<file path="src/rtl/svpwm_ip_pkg.sv">
`timescale 1ns / 1ps
// ----------------------------------------------------------------------------
// svpwm_ip_pkg
// Shared types, constants and helper functions of the inverse park and
// space vector modulator.
// ----------------------------------------------------------------------------
package svpwm_ip_pkg;

    localparam int ANGLE_BITS_DEF  = 16;
    localparam int QUEUE_DEPTH_DEF = 4;

    localparam logic [15:0] PERIOD_RST = 16'd4200;
    localparam logic [14:0] BUS_RST    = 15'd3072;
    localparam logic [14:0] QLIM_RST   = 15'd3072;

    localparam int CFG_IDX_W  = 2;
    localparam int CFG_DATA_W = 16;

    typedef enum logic [CFG_IDX_W-1:0] {
        REG_PWM_PERIOD  = 2'd0,
        REG_BUS_VOLTAGE = 2'd1,
        REG_Q_LIMIT     = 2'd2
    } cfg_reg_t;

    // quarter-wave sine polynomial coefficients
    localparam logic [15:0] SIN_A     = 16'd51472;
    localparam logic [14:0] SIN_B     = 15'd21167;
    localparam logic [11:0] SIN_C     = 12'd2463;
    localparam logic [16:0] SQRT3_Q16 = 17'd113512;

    localparam int SINE_LAT = 4;
    localparam int M1_W     = 43;
    localparam int NUM_W    = 36;
    localparam int T_W      = 38;

    typedef logic [2:0] sector_t;

    localparam sector_t SEC_ZERO = 3'd0;
    localparam sector_t SEC_1    = 3'd1;
    localparam sector_t SEC_2    = 3'd2;
    localparam sector_t SEC_3    = 3'd3;
    localparam sector_t SEC_4    = 3'd4;
    localparam sector_t SEC_5    = 3'd5;
    localparam sector_t SEC_6    = 3'd6;

    typedef struct packed {
        logic [M1_W-1:0] mag_x;
        logic [M1_W-1:0] mag_y;
        logic [M1_W-1:0] mag_z;
        logic            neg_x;
        logic            neg_y;
        logic            neg_z;
        sector_t         sector;
    } xyz_item_t;

    typedef struct packed {
        logic full;
        logic empty;
    } q_stat_t;

    // sign pattern {z>0, y>0, x>0} to sector
    function automatic sector_t sector_of(input logic [2:0] idx);
        sector_t s;
        case (idx)
            3'd3:    s = SEC_1;
            3'd1:    s = SEC_2;
            3'd5:    s = SEC_3;
            3'd4:    s = SEC_4;
            3'd6:    s = SEC_5;
            3'd2:    s = SEC_6;
            default: s = SEC_ZERO;
        endcase
        return s;
    endfunction

    // quadrant sign and mirrored quarter-wave argument
    function automatic logic [16:0] sine_arg(input logic [31:0] turn);
        logic [15:0] x;
        x = {1'b0, turn[29:15]};
        if (turn[30])
        begin
            x = 16'd32768 - x;
        end
        return {turn[31], x};
    endfunction

    function automatic logic signed [25:0] rnd_div256(input logic signed [33:0] v);
        logic [33:0] mag;
        logic [25:0] q;
        mag = v[33] ? 34'(-v) : 34'(v);
        q   = 26'((mag + 34'd128) >> 8);
        return v[33] ? -$signed(q) : $signed(q);
    endfunction

    function automatic logic signed [25:0] rnd_div65536(input logic signed [43:0] v);
        logic [43:0] mag;
        logic [25:0] q;
        mag = v[43] ? 44'(-v) : 44'(v);
        q   = 26'((mag + 44'd32768) >> 16);
        return v[43] ? -$signed(q) : $signed(q);
    endfunction

    function automatic logic [15:0] sat_duty(input logic signed [40:0] v,
                                             input logic [15:0] t);
        logic [15:0] r;
        if (v < 0)
        begin
            r = 16'd0;
        end
        else if (v > $signed({25'd0, t}))
        begin
            r = t;
        end
        else
        begin
            r = v[15:0];
        end
        return r;
    endfunction

endpackage

</file>
<file path="src/rtl/svpwm_ip_queue.sv">
`timescale 1ns / 1ps
// ----------------------------------------------------------------------------
// svpwm_ip_queue
// Small first-in first-out queue between the front and back pipelines.
// ----------------------------------------------------------------------------
module svpwm_ip_queue
    import svpwm_ip_pkg::*;
#(
    parameter int DEPTH = QUEUE_DEPTH_DEF
)
(
    input  logic      clk,
    input  logic      rst_n,
    input  logic      push,
    input  xyz_item_t push_item,
    input  logic      pop,
    output xyz_item_t head,
    output q_stat_t   stat
);

    localparam int PW = $clog2(DEPTH);
    localparam int CW = $clog2(DEPTH + 1);

    xyz_item_t       mem_reg [DEPTH];
    logic [PW-1:0]   wr_ptr_reg, rd_ptr_reg;
    logic [CW-1:0]   count_reg, count_next;

    assign head       = mem_reg[rd_ptr_reg];
    assign stat.full  = (count_reg == CW'(DEPTH));
    assign stat.empty = (count_reg == '0);

    always_comb
    begin
        count_next = count_reg;
        if (push && !pop)
        begin
            count_next = count_reg + 1'b1;
        end
        else if (pop && !push)
        begin
            count_next = count_reg - 1'b1;
        end
    end

    always_ff @(posedge clk or negedge rst_n)
    begin
        if (!rst_n)
        begin
            wr_ptr_reg <= '0;
            rd_ptr_reg <= '0;
            count_reg  <= '0;
        end
        else
        begin
            count_reg <= count_next;
            if (push)
            begin
                wr_ptr_reg <= (wr_ptr_reg == PW'(DEPTH - 1)) ? '0 : wr_ptr_reg + 1'b1;
            end
            if (pop)
            begin
                rd_ptr_reg <= (rd_ptr_reg == PW'(DEPTH - 1)) ? '0 : rd_ptr_reg + 1'b1;
            end
        end
    end

    always_ff @(posedge clk)
    begin
        if (push)
        begin
            mem_reg[wr_ptr_reg] <= push_item;
        end
    end

endmodule

</file>
<file path="config.mk">
export PLATFORM = sky130hd
export DESIGN_NAME = svpwm_ip_queue
export DESIGN_NICKNAME = d
export VERILOG_FILES = /design/src/rtl/svpwm_ip_pkg.sv /design/src/rtl/svpwm_ip_queue.sv
export SDC_FILE = /design/constraint.sdc
export NUM_CORES = 1
export LEC_CHECK = 0
export ABC_CLOCK_PERIOD_IN_PS = 4050
export BUFFER_PORTS_ARGS = -buffer_cell sky130_fd_sc_hd__buf_2
export CAP_MARGIN = 30
export CORE_MARGIN = 3
export CORE_UTILIZATION = 40
export CTS_CLUSTER_SIZE = 16
export DETAILED_ROUTE_END_ITERATION = 7
export GPL_ROUTABILITY_DRIVEN = 0
export PLACE_DENSITY = 0.59
export RECOVER_POWER = 100
export SLEW_MARGIN = 20
export SYNTH_ARGS = -nofsm -noshare
export SYNTH_HDL_FRONTEND = slang
export SYNTH_SLANG_ARGS = --single-unit
</file>
<file path="constraint.sdc">
create_clock -name clk -period 4.05 [get_ports clk]
set_input_delay 0.405 -clock clk [delete_from_list [all_inputs] [get_ports clk]]
set_output_delay 0.405 -clock clk [all_outputs]
set_load 0.02 [all_outputs]
</file>
==> results of run 1 <==
[worst register-to-register path, delay by kind of cell (launching register included)]
| kind | cells | cell delay (ps) |
|---|---|---|
| AND/OR/NAND/NOR | 1 | 1080 |
| buffers and inverters | 2 | 1350 |
| adder cells (fa/ha/maj) | 1 | 150 |
| flip-flops | 1 | 410 |
[area by class of cell]
| class | count | area, um^2 | share of cell area, % |
|---|---|---|---|
| Sequential cell | 547 | 16400 | 67.4 |
| Multi-Input combinational cell | 161 | 3270 | 13.4 |
| Timing Repair Buffer | 367 | 2010 | 8.25 |
| Clock buffer | 67 | 1460 | 6.02 |
| Tap cell | 664 | 831 | 3.42 |
| Clock inverter | 35 | 329 | 1.35 |
| Inverter | 4 | 15.0 | 0.0618 |
| Antenna cell | 1 | 2.50 | 0.0103 |
[per-stage QoR]
| step | util [%] | instance area [um^2] | total power, W |
|---|---|---|---|
| after global routing | 49.6 | 24300 | 0.0186 |
| after CTS | 50.4 | 24700 | 0.0184 |
| after global placement | 45.2 | 22200 | 0.0132 |
| final | 49.6 | 24300 | 0.0178 |
| after detailed placement | 45.2 | 22200 | 0.0133 |
| after floorplan | - | 19900 | 0.0114 |
[Yosys cell counts, types with 2 or more instances]
master and instances:
and2_1 4, buf_2 13, buf_4 7, buf_6 9, dfrtp_1 7, edfxtp_1 540, ha_1 6, inv_1 4
mux2_2 3, mux4_2 135, nand2_1 2, nor2_1 3, o21ai_0 2, xor2_1 2
[timing repair]
item | in CTS | in global routing
gates resized for setup | 0 | 0
hold buffers | 74 | 0
endpoints found under the hold margin | 274 | 0
[logic make-up after synthesis]
group / Yosys count / share of synthesized area, %
DFF: 547 / 82.4
muxes: 138 / 15.5
buffers and inverters: 34 / 1.20
and+or+nand+nor: 11 / 0.283
adders and majority gates: 7 / 0.478
xor gates and xnor gates: 3 / 0.132
AOI/OAI and AO/OA: 2 / 0.0503
[per-layer routing]
metal  up-vias  global-route usage, %  routed length (um)
met5         -                      0                  67
met4        10                   4.04                 738
met3        80                   5.09                2960
met2       244                   24.5               19300
met1      4811                   20.2               16600
li1       4016                      -                   -
[worst paths after layout]
check,from,endpoint,slack (ps),cells past startpoint
max,rd_ptr_reg[0]$_DFFE_PN0P_,head[115],640,3
max reg2reg,wr_ptr_reg[0]$_DFFE_PN0P_,mem_reg[2][8]$_DFFE_PP_,640,4
min in group asynchronous,rst_n,wr_ptr_reg[0]$_DFFE_PN0P_,270,2
min reg2reg,count_reg[2]$_DFFE_PN0P_,count_reg[2]$_DFFE_PN0P_,490,1
max in group asynchronous,rst_n,rd_ptr_reg[0]$_DFFE_PN0P_,3440,2
min,push_item[115],mem_reg[1][115]$_DFFE_PP_,90,1
[placed cells by master, fill, tap and decap left out, types with 3 or more instances in the layout]
| cell | Yosys | layout |
|---|---|---|
| edfxtp_1 | 540 | 540 |
| clkbuf_1 | 0 | 277 |
| mux4_2 | 135 | 135 |
| dlygate4sd3_1 | 0 | 74 |
| clkbuf_16 | 0 | 57 |
| clkinv_1 | 0 | 13 |
| clkinv_2 | 0 | 10 |
| buf_2 | 13 | 10 |
| buf_12 | 0 | 8 |
| ha_1 | 6 | 6 |
| bufinv_16 | 0 | 6 |
| dfrtp_1 | 7 | 5 |
| clkbuf_2 | 0 | 5 |
| inv_1 | 4 | 4 |
| mux2_2 | 3 | 3 |
| nor2_1 | 3 | 3 |
| inv_6 | 0 | 3 |
[power breakdown]
part / internal [W] / leakage, nW / switching, W / total, W
sequential: 0.00728 / 5.04 / 0.000384 / 0.00766
combinational: 0.00197 / 1.76 / 0.00314 / 0.00511
clock: 0.00295 / 0.877 / 0.00205 / 0.00500
==> out/results.tsv, run 1 <==
stage	metric	value	unit
timing	fmaxAchievable	293	MHz
global_routing	grt_pass1_vias	10100	
routing	wl_per_cell	21.5	um
power_and_ir_drop	power_density	731	mW/mm^2
yosys	synth_edf_count	540	
yosys	synth_top_area_share	81.5	%
routing	drtIter0Drc	484	
timing	hold_slack	89.9	ps
yosys	ys_warn_count	0	
yosys	yosysSeqAreaShare	82.4	%
die	dieArea	0.0524	mm^2
clocking	cts.sinks	547	
power_and_ir_drop	leakagePower	7.67	nW
routing	viasPerCell	4.96	
clocking	clockBufferDepth	3	
routing	vias	9161	
global_routing	track_usage	15.3	%
place	dp_slack	1420	ps
run_status	status	finished, violations left	
cells_and_area	finish.net_count	1283	
routing	drc_errors	0	
yosys	yosys-top-cells-area	edfxtp_1, mux4_2, dfrtp_1	
global_routing	antenna_found_initial	6	
global_routing	grt_overflow	0	
timing	clock-skew-final	9.87	ps
place	hpwl	23300	um
timing	fin_crit	3410	ps
setup_path	cp_cell_sequence	clkbuf_1 -> mux4_2 -> buf_2	
yosys	avgSynthCellArea	26.8	um^2
clocking	ctsRootBufferMaster	clkbuf_16	
clocking	post-cts-setup-buffers	0	
clocking	cts-htree-levels	2	
place	io_buffers	275	
timing	period_share	84.2	%
timing	worst_slew_pin_slew	2710	ps
die	io_pins	276	
min_path	worstHoldPathType	in -> reg	
cells_and_area	largest_reg_flops	540	
clocking	tritoncts	done	
routing	ant_nets	0	
timing	layout_setup_ws	639	ps
clocking	cts_buffers	56	
setup_path	path_delay_family	flip-flops	
yosys	syn_inst	742	
run	maxCapViolCount	3	
setup_path	slowest_delay	960	ps
yosys	syn-cell-area	0.0199	mm^2
setup_path	crit_slowest_cell	dfrtp_4	
timing	grt_setup_unrepaired	false	
place	dp_cells	1669	
routing	totalWireLength	39600	um
yosys	synth_top_area_cell	edfxtp_1	
yosys	synth_nets	888	
cells_and_area	area_delta_synth_final	22.2	%
die	die_w	229	um
die	start_util	40.5	%
yosys	synthDistinctLibCells	19	
timing	report.final.setup_viol	0	
yosys	synth_ff_type	edfxtp_1	
global_routing	grt_max_degree	51	
die	coreArea	0.0491	mm^2
yosys	synth_seq_cells	547	
cells_and_area	layout-drive-gt1-share	20.9	%
clocking	path_clk_slew	60	ps
timing	slew_headroom	-80.7	%
yosys	async_reset_ff_share	1.28	%
setup_path	end_kind	output pin	
power_and_ir_drop	vdd_drop_max	0.561	mV
routing	drt-pass1-iter-count	4	
setup_path	critPathMaxFanout	35	
timing	maxSlewViolCount	129	
setup_path	crit_type	reg -> out	
run_status	violations	max-capacitance violations, max-slew violations	
setup_path	crit_buf_inv	2	
global_routing	grt_pass1_wl	61200	um
timing	final_hold_viol_count	0	
setup_path	arrival	3010	ps
cells_and_area	final_cell_count_no_fill	1846	
setup_path	required	3640	ps
setup_path	cp-start-kind	flip-flop	
die	dieHeight	229	um
cells_and_area	fill_cells	4137	
clocking	clkLatencyLatePin	580	ps
die	placement_rows	81	
timing	tns	0	ps
Note: power is estimated with default switching activity, not from simulation.
==> inputs of run 2 (changes only) <==
--- a/config.mk
+++ b/config.mk
@@ -5,7 +5,8 @@
 export SDC_FILE = /design/constraint.sdc
 export NUM_CORES = 1
 export LEC_CHECK = 0
-export ABC_CLOCK_PERIOD_IN_PS = 4050
+export ABC_AREA = 1
+export ABC_CLOCK_PERIOD_IN_PS = 2750
 export BUFFER_PORTS_ARGS = -buffer_cell sky130_fd_sc_hd__buf_2
 export CAP_MARGIN = 30
 export CORE_MARGIN = 3
==> constraint.sdc (replaced) <==
create_clock -name clk -period 2.75 [get_ports clk]
set_input_delay 0.275 -clock clk [delete_from_list [all_inputs] [get_ports clk]]
set_output_delay 0.275 -clock clk [all_outputs]
set_load 0.02 [all_outputs]
==> run 2 against run 1 <==
Net effect:
- the flow now finishes without violations
- register-to-register slack lost 300 ps
- largest cell class unchanged
- clock power grew 49%
- via count grew 44%
- critical endpoint is now head[19]
==> out/results.tsv, run 2 <==
stage	metric	value	unit	change
timing	layout_setup_ws	178	ps	was 639 ps
setup_path	end_kind	output pin		unchanged
routing	drtIter0Drc	615		was 484
yosys	synth_ff_type	edfxtp_1		unchanged
global_routing	grt_pass1_vias	12900		was 10100
setup_path	crit_slowest_cell	buf_12		was dfrtp_4
die	die_w	240	um	was 229 um
cells_and_area	largest_reg_flops	540		unchanged
setup_path	slowest_delay	600	ps	was 960 ps
global_routing	antenna_found_initial	2		was 6
power_and_ir_drop	pwr-share-comb	32.7	%	was 28.8%
min_path	hold_depth	3		was 1
yosys	synth_nets	1772		was 888
run	maxCapViolCount	0		was 3
setup_path	r2r_end	mem_reg[0][69]$_DFFE_PP_		was mem_reg[2][8]$_DFFE_PP_
timing	slew_headroom	15.6	%	was -80.7%
yosys	syn_inst	1626		was 742
die	coreArea	0.0541	mm^2	was 0.0491 mm^2
clocking	clockBufferDepth	3		unchanged
cells_and_area	final_util	49.4	%	was 49.6%
cells_and_area	area_delta_synth_final	21.6	%	was 22.2%
setup_path	arrival	2300	ps	was 3010 ps
global_routing	grt_overflow	0		unchanged
power_and_ir_drop	vdd_drop_max	0.701	mV	was 0.561 mV
cells_and_area	finish.net_count	2180		was 1283
setup_path	crit_buf_inv	2		unchanged
power_and_ir_drop	power_density	1030	mW/mm^2	was 731 mW/mm^2
yosys	synth_top_area_share	73.8	%	was 81.5%
timing	maxSlewViolCount	0		was 129
die	dieArea	0.0578	mm^2	was 0.0524 mm^2
clocking	cts.sinks	547		unchanged
clocking	cts_buffers	58		was 56
timing	worst_slew_pin_slew	1270	ps	was 2710 ps
setup_path	crit_type	reg -> out		unchanged
place	dp_slack	747	ps	was 1420 ps
setup_path	required	2480	ps	was 3640 ps
cells_and_area	final_cell_mix	edfxtp_1, nand2_1, inv_1, o211ai_1, clkbuf_1		was edfxtp_1, clkbuf_1, mux4_2, dlygate4sd3_1, clkbuf_16
yosys	synth_common_cells	edfxtp_1, nand2_1, inv_1		was edfxtp_1, mux4_2, buf_2
timing	period_share	93.5	%	
timing	final_hold_viol_count	0		unchanged
cells_and_area	final_cell_count_no_fill	2779		was 1846
clocking	path_clk_slew	60	ps	about the same
power_and_ir_drop	p_sw_share	36.2	%	was 31.4%
routing	viasPerCell	4.74		was 4.96
clocking	post-cts-setup-buffers	0		unchanged
yosys	synth_edf_count	540		unchanged
yosys	avgSynthCellArea	13.5	um^2	was 26.8 um^2
yosys	syn-cell-area	0.0220	mm^2	was 0.0199 mm^2
yosys	async_reset_ff_share	1.28	%	unchanged
setup_path	reg2reg_from	wr_ptr_reg[0]$_DFFE_PN0P_		unchanged
min_path	hold_end	wr_ptr_reg[1]$_DFFE_PN0P_		was mem_reg[1][115]$_DFFE_PP_
min_path	hp-start	push		was push_item[115]
clocking	ctsRootBufferMaster	clkbuf_16		unchanged
routing	vias	13200		was 9161
die	start_util	40.6	%	was 40.5%
clocking	cts-htree-levels	2		unchanged
power_and_ir_drop	p_int	0.0176	W	was 0.0122 W
timing	hold_slack	65.6	ps	was 89.9 ps
global_routing	grt_pass1_wl	70700	um	was 61200 um
power_and_ir_drop	leakagePower	10.2	nW	was 7.67 nW
setup_path	path_delay_family	buffers and inverters		was flip-flops
timing	grt_setup_unrepaired	false		unchanged
die	dieHeight	240	um	was 229 um
yosys	yosysMostFrequentCell	edfxtp_1		unchanged
clocking	tritoncts	done		unchanged
place	dp_cells	2532		was 1669
power_and_ir_drop	p_clk_share	27.2	%	was 28.1%
timing	report.final.setup_viol	0		unchanged
timing	fmaxAchievable	389	MHz	
global_routing	grt_max_degree	137		was 51
cells_and_area	final_common_cell	edfxtp_1		unchanged
routing	ant_nets	0		unchanged
yosys	synth_seq_cells	547		unchanged
place	hpwl	25100	um	was 23300 um
routing	totalWireLength	46300	um	was 39600 um
die	io_pins	276		unchanged
die	placement_rows	85		was 81
power_and_ir_drop	totalPowerFinal	0.0275	W	was 0.0178 W
setup_path	critPathMaxFanout	136		was 35
run_status	status	finished clean		was finished, violations left
min_path	worstHoldPathType	in -> reg		unchanged
setup_path	reg2regPathDepth	5		was 4
power_and_ir_drop	seq_power_share	40.1	%	was 43.1%
routing	wl_per_cell	16.6	um	was 21.5 um
setup_path	cp_cell_sequence	buf_12 -> o211ai_1 -> nand2_1 -> clkbuf_1		was clkbuf_1 -> mux4_2 -> buf_2
yosys	yosys-top-cells-area	edfxtp_1, o211ai_1, nand2_1		was edfxtp_1, mux4_2, dfrtp_1
place	io_buffers	275		unchanged
yosys	synthDistinctLibCells	19		unchanged
yosys	synth_top_area_cell	edfxtp_1		unchanged
timing	clock-skew-final	16.2	ps	was 9.87 ps
yosys	ys_warn_count	0		unchanged
setup_path	rrSetupSlack	340	ps	was 640 ps
cells_and_area	layout-drive-gt1-share	7.59	%	was 20.9%
timing	fin_crit	2570	ps	
clocking	clkLatencyLatePin	600	ps	was 580 ps
routing	drt-pass1-iter-count	4		unchanged
setup_path	critPathLaunch	rd_ptr_reg[1]$_DFFE_PN0P_		was rd_ptr_reg[0]$_DFFE_PN0P_
setup_path	cp-start-kind	flip-flop		unchanged
global_routing	track_usage	15.7	%	was 15.3%
routing	drc_errors	0		unchanged
power_and_ir_drop	p_switching	0.00995	W	was 0.00558 W
yosys	yosysSeqAreaShare	74.6	%	was 82.4%
[run 2: cell types whose count changed after synthesis, sizes merged, moves of 13 or more]
cell / delta
nand2: +418
inv: +279
o211ai: +270
mux4: -135
buf: +45
clkbuf: +13
[run 2: worst max-delay path by stage]
stage,endpoint,slack [ps],cells past startpoint
6_report,head[19],180,4
4_1_cts,head[73],80,6
2_1_floorplan,mem_reg[0][0]$_DFFE_PP_,-300,4
3_5_place_dp,head[64],750,6
3_3_place_gp,head[64],790,6
5_1_grt,head[117],40,6
[run 2: logic make-up (layout without fill, tap and decap cells)]
logic type	count (synthesis)	in the layout	synth area share, %
AND/OR/NAND/NOR	426	426	7.31
XOR/XNOR	1	1	0.0399
flip-flops	547	547	74.6
AO/OA/AOI/OAI	274	274	9.32
adder cells (fa/ha/maj)	7	7	0.433
buffers and inverters	371	826	8.31
other	0	2	0
[run 2: per-layer routing]
layer  share of wire (%)  track usage (%)  vias to the layer above
met4                 1.6             4.21                        0
li1                    -                -                     6517
met5                   0                0                        -
met2                  50             27.9                      247
met1                  42             18.7                     6336
met3                 6.0             4.42                       67
[run 2: per-stage QoR]
step                      cell area [um^2]  TNS, ps
after detailed placement             23900        0
after floorplan                      22000  -160320
after global placement               23900        0
after global routing                 26700        0
final                                26700        0
after CTS                            27100        0
[run 2: layout make-up]
class / instances / area [um^2]
fill: 4760 / 27400
clock inverter: 35 / 312
tap: 696 / 871
timing repair buffer: 435 / 2740
clock buffer: 72 / 1530
inverter: 283 / 1100
sequential: 547 / 16400
timing repair inverter: 1 / 11.3
multi-input combinational: 708 / 3770
antenna: 2 / 5.00
[run 2: worst reg2reg max path: cells and delay by family, from the launching register on]
kind,cells,cell delay [ps]
fa+ha+maj,1,210
simple gates,1,60
flops,1,380
buf+inv,3,1360
[run 2: power by group through the flow]
| stage | registers (W) | clock network [W] | logic [W] |
|---|---|---|---|
| after floorplan | 0.0112 | 0 | 0.00655 |
| after global placement | 0.0111 | 0 | 0.00932 |
| after detailed placement | 0.0112 | 0 | 0.00941 |
| after CTS | 0.0110 | 0.00771 | 0.00959 |
| after global routing | 0.0111 | 0.00804 | 0.0100 |
| final | 0.0110 | 0.00747 | 0.00900 |
[run 2: timing repair]
item                       4_1_cts  5_1_grt
hold endpoints to repair       549        0
resized for setup                0        3
setup endpoints to repair        0       42
hold buffers                   137        0
==> inputs of run 3 (changes only) <==
--- a/config.mk
+++ b/config.mk
@@ -14,7 +14,7 @@
 export CTS_CLUSTER_SIZE = 16
 export DETAILED_ROUTE_END_ITERATION = 7
 export GPL_ROUTABILITY_DRIVEN = 0
-export PLACE_DENSITY = 0.59
+export GPL_TIMING_DRIVEN = 0
 export RECOVER_POWER = 100
 export SLEW_MARGIN = 20
 export SYNTH_ARGS = -nofsm -noshare
==> run 3 against run 2 <==
Net effect:
- power increased by 5.0%
- critical endpoint is now head[93]
- maximum frequency decreased by 0.37%
- via count increased by 5.4%
==> out/results.tsv, run 3 (synthesized netlist as in run 2, its figures left out) <==
stage	metric	value	unit	change
clocking	ctsRootBufferMaster	clkbuf_16		unchanged
cells_and_area	fill_cells	4661		was 4760
routing	ant_nets	0		unchanged
routing	drtIter0Drc	926		was 615
global_routing	grt_overflow	0		unchanged
place	dp_cells	2622		was 2532
setup_path	path_delay_family	buffers and inverters		unchanged
cells_and_area	final_util	50.7	%	was 49.4%
timing	report.final.setup_viol	0		unchanged
setup_path	required	2480	ps	about the same
routing	vias	13900		was 13200
global_routing	track_usage	18.7	%	was 15.7%
cells_and_area	area_delta_synth_final	25.0	%	was 21.6%
power_and_ir_drop	leakagePower	10.7	nW	was 10.2 nW
power_and_ir_drop	power_density	1050	mW/mm^2	was 1030 mW/mm^2
timing	maxSlewViolCount	0		unchanged
clocking	clockBufferDepth	3		unchanged
cells_and_area	final_cell_mix	edfxtp_1, nand2_1, inv_1, o211ai_1, clkbuf_1		unchanged
setup_path	crit_cells	7		was 4
setup_path	crit_slowest_cell	dfrtp_1		was buf_12
place	io_buffers	275		unchanged
timing	worst_slew_pin_slew	883	ps	was 1270 ps
timing	fmaxAchievable	387	MHz	was 389 MHz
setup_path	slowest_delay	380	ps	was 600 ps
routing	totalWireLength	54300	um	was 46300 um
timing	grt_setup_unrepaired	false		unchanged
die	start_util	40.6	%	unchanged
die	die_w	240	um	unchanged
timing	period_share	93.9	%	was 93.5%
die	coreArea	0.0541	mm^2	unchanged
clocking	cts.sinks	547		unchanged
timing	fin_crit	2580	ps	was 2570 ps
setup_path	cp-start-kind	flip-flop		unchanged
place	placed_area	0.0248	mm^2	was 0.0239 mm^2
cells_and_area	register_area	0.0164	mm^2	about the same
timing	clock-skew-final	16.0	ps	was 16.2 ps
run	maxCapViolCount	0		unchanged
clocking	tritoncts	done		unchanged
die	dieArea	0.0578	mm^2	unchanged
setup_path	critPathMaxFanout	10		was 136
cells_and_area	finish.net_count	2269		was 2180
routing	wl_per_cell	18.9	um	was 16.6 um
setup_path	crit_top_cell	buf_4		
power_and_ir_drop	totalPowerFinal	0.0289	W	was 0.0275 W
min_path	worstHoldPathType	in -> async		was in -> reg
global_routing	grt_pass1_vias	13700		was 12900
timing	final_hold_viol_count	0		unchanged
cells_and_area	largest_reg_flops	540		unchanged
die	placement_rows	85		unchanged
die	dieHeight	240	um	unchanged
setup_path	crit_buf_inv	5		was 2
power_and_ir_drop	vdd_drop_max	0.655	mV	was 0.701 mV
global_routing	grt_pass1_wl	81900	um	was 70700 um
place	hpwl	35000	um	was 25100 um
routing	drc_errors	0		unchanged
timing	slew_headroom	41.1	%	was 15.6%
routing	viasPerCell	4.84		was 4.74
setup_path	reg2regPathDepth	7		was 5
clocking	cts_buffers	57		was 58
global_routing	grt_max_degree	28		was 137
run_status	status	finished clean		unchanged
die	io_pins	276		unchanged
clocking	path_clk_slew	60	ps	about the same
setup_path	end_kind	output pin		unchanged
cells_and_area	layout-drive-gt1-share	11.3	%	was 7.59%
clocking	post-cts-setup-buffers	0		unchanged
cells_and_area	multi_input_area	0.00376	mm^2	was 0.00377 mm^2
global_routing	antenna_found_initial	2		unchanged
clocking	cts-htree-levels	2		unchanged
routing	drt-pass1-iter-count	5		was 4
setup_path	arrival	2310	ps	was 2300 ps
setup_path	crit_type	reg -> out		unchanged
clocking	clkLatencyLatePin	590	ps	was 600 ps
setup_path	rrSetupSlack	210	ps	was 340 ps
cells_and_area	final_cell_count_no_fill	2868		was 2779
cells_and_area	final_common_cell	edfxtp_1		unchanged
cells_and_area	final_cell_area	0.0275	mm^2	was 0.0267 mm^2
setup_path	cp_cell_sequence	buf_4 -> inv_4 -> buf_6 -> buf_4 -> o211ai_1 -> nand2_1 -> clkbuf_1		was buf_12 -> o211ai_1 -> nand2_1 -> clkbuf_1
run 3: cell types whose count changed in the layout (fill, tap and decap cells not counted), moves of 3 or more:
cell	change
nand2_2	-3
nand2_1	+3
clkinv_1	+3
buf_16	+4
clkbuf_2	+28
clkinvlp_2	-3
buf_12	-6
clkbuf_1	-8
clkbuf_4	-3
buf_4	+8
buf_6	+52
buf_2	+16
run 3: layout make-up:
type                    count  area share [%]
diodes                      2          0.0182
plain buffers              88            2.77
clock buffers              72            5.55
clock inverters            34            1.07
inverters                 283            3.92
multi-input cells         708            13.7
flip-flops and latches    547            59.7
well taps                 696            3.17
repair buffers            438            10.1
run 3: metrics by stage:
step           TNS [ps]  hold WS, ps  worst slack, ps
2_1_floorplan   -160320        -20.6             -304
3_3_place_gp   -1208620          115            -2260
3_5_place_dp          0          122              450
4_1_cts               0         37.9              111
5_1_grt               0          146             13.0
6_report              0          140              168
run 3: layer usage:
layer	GRT usage, %	vias up	part of all wire [%]
met1	25.2	6760	43
met5	0	-	0
met2	31.5	333	50
met4	5.36	0	2.2
li1	-	6705	-
met3	3.11	83	4.8
run 3: worst paths after layout:
path / from / to
min in group clk: push_item[10] / mem_reg[0][10]$_DFFE_PP_
max: rd_ptr_reg[1]$_DFFE_PN0P_ / head[93]
max reg2reg: wr_ptr_reg[0]$_DFFE_PN0P_ / mem_reg[0][95]$_DFFE_PP_
min: rst_n / count_reg[0]$_DFFE_PN0P_
max in group asynchronous: rst_n / rd_ptr_reg[0]$_DFFE_PN0P_
min reg2reg: count_reg[2]$_DFFE_PN0P_ / count_reg[2]$_DFFE_PN0P_
run 3: report_power, final:
group | switching [W] | leakage, nW | internal [W]
sequential | 0.000292 | 5.04 | 0.0107
combinational | 0.00735 | 4.73 | 0.00310
clock | 0.00311 | 0.890 | 0.00438
run 3: what timing repair did:
item	CTS	global route
gates resized for setup	0	0
endpoints found under the hold margin	551	0
hold buffers	138	0
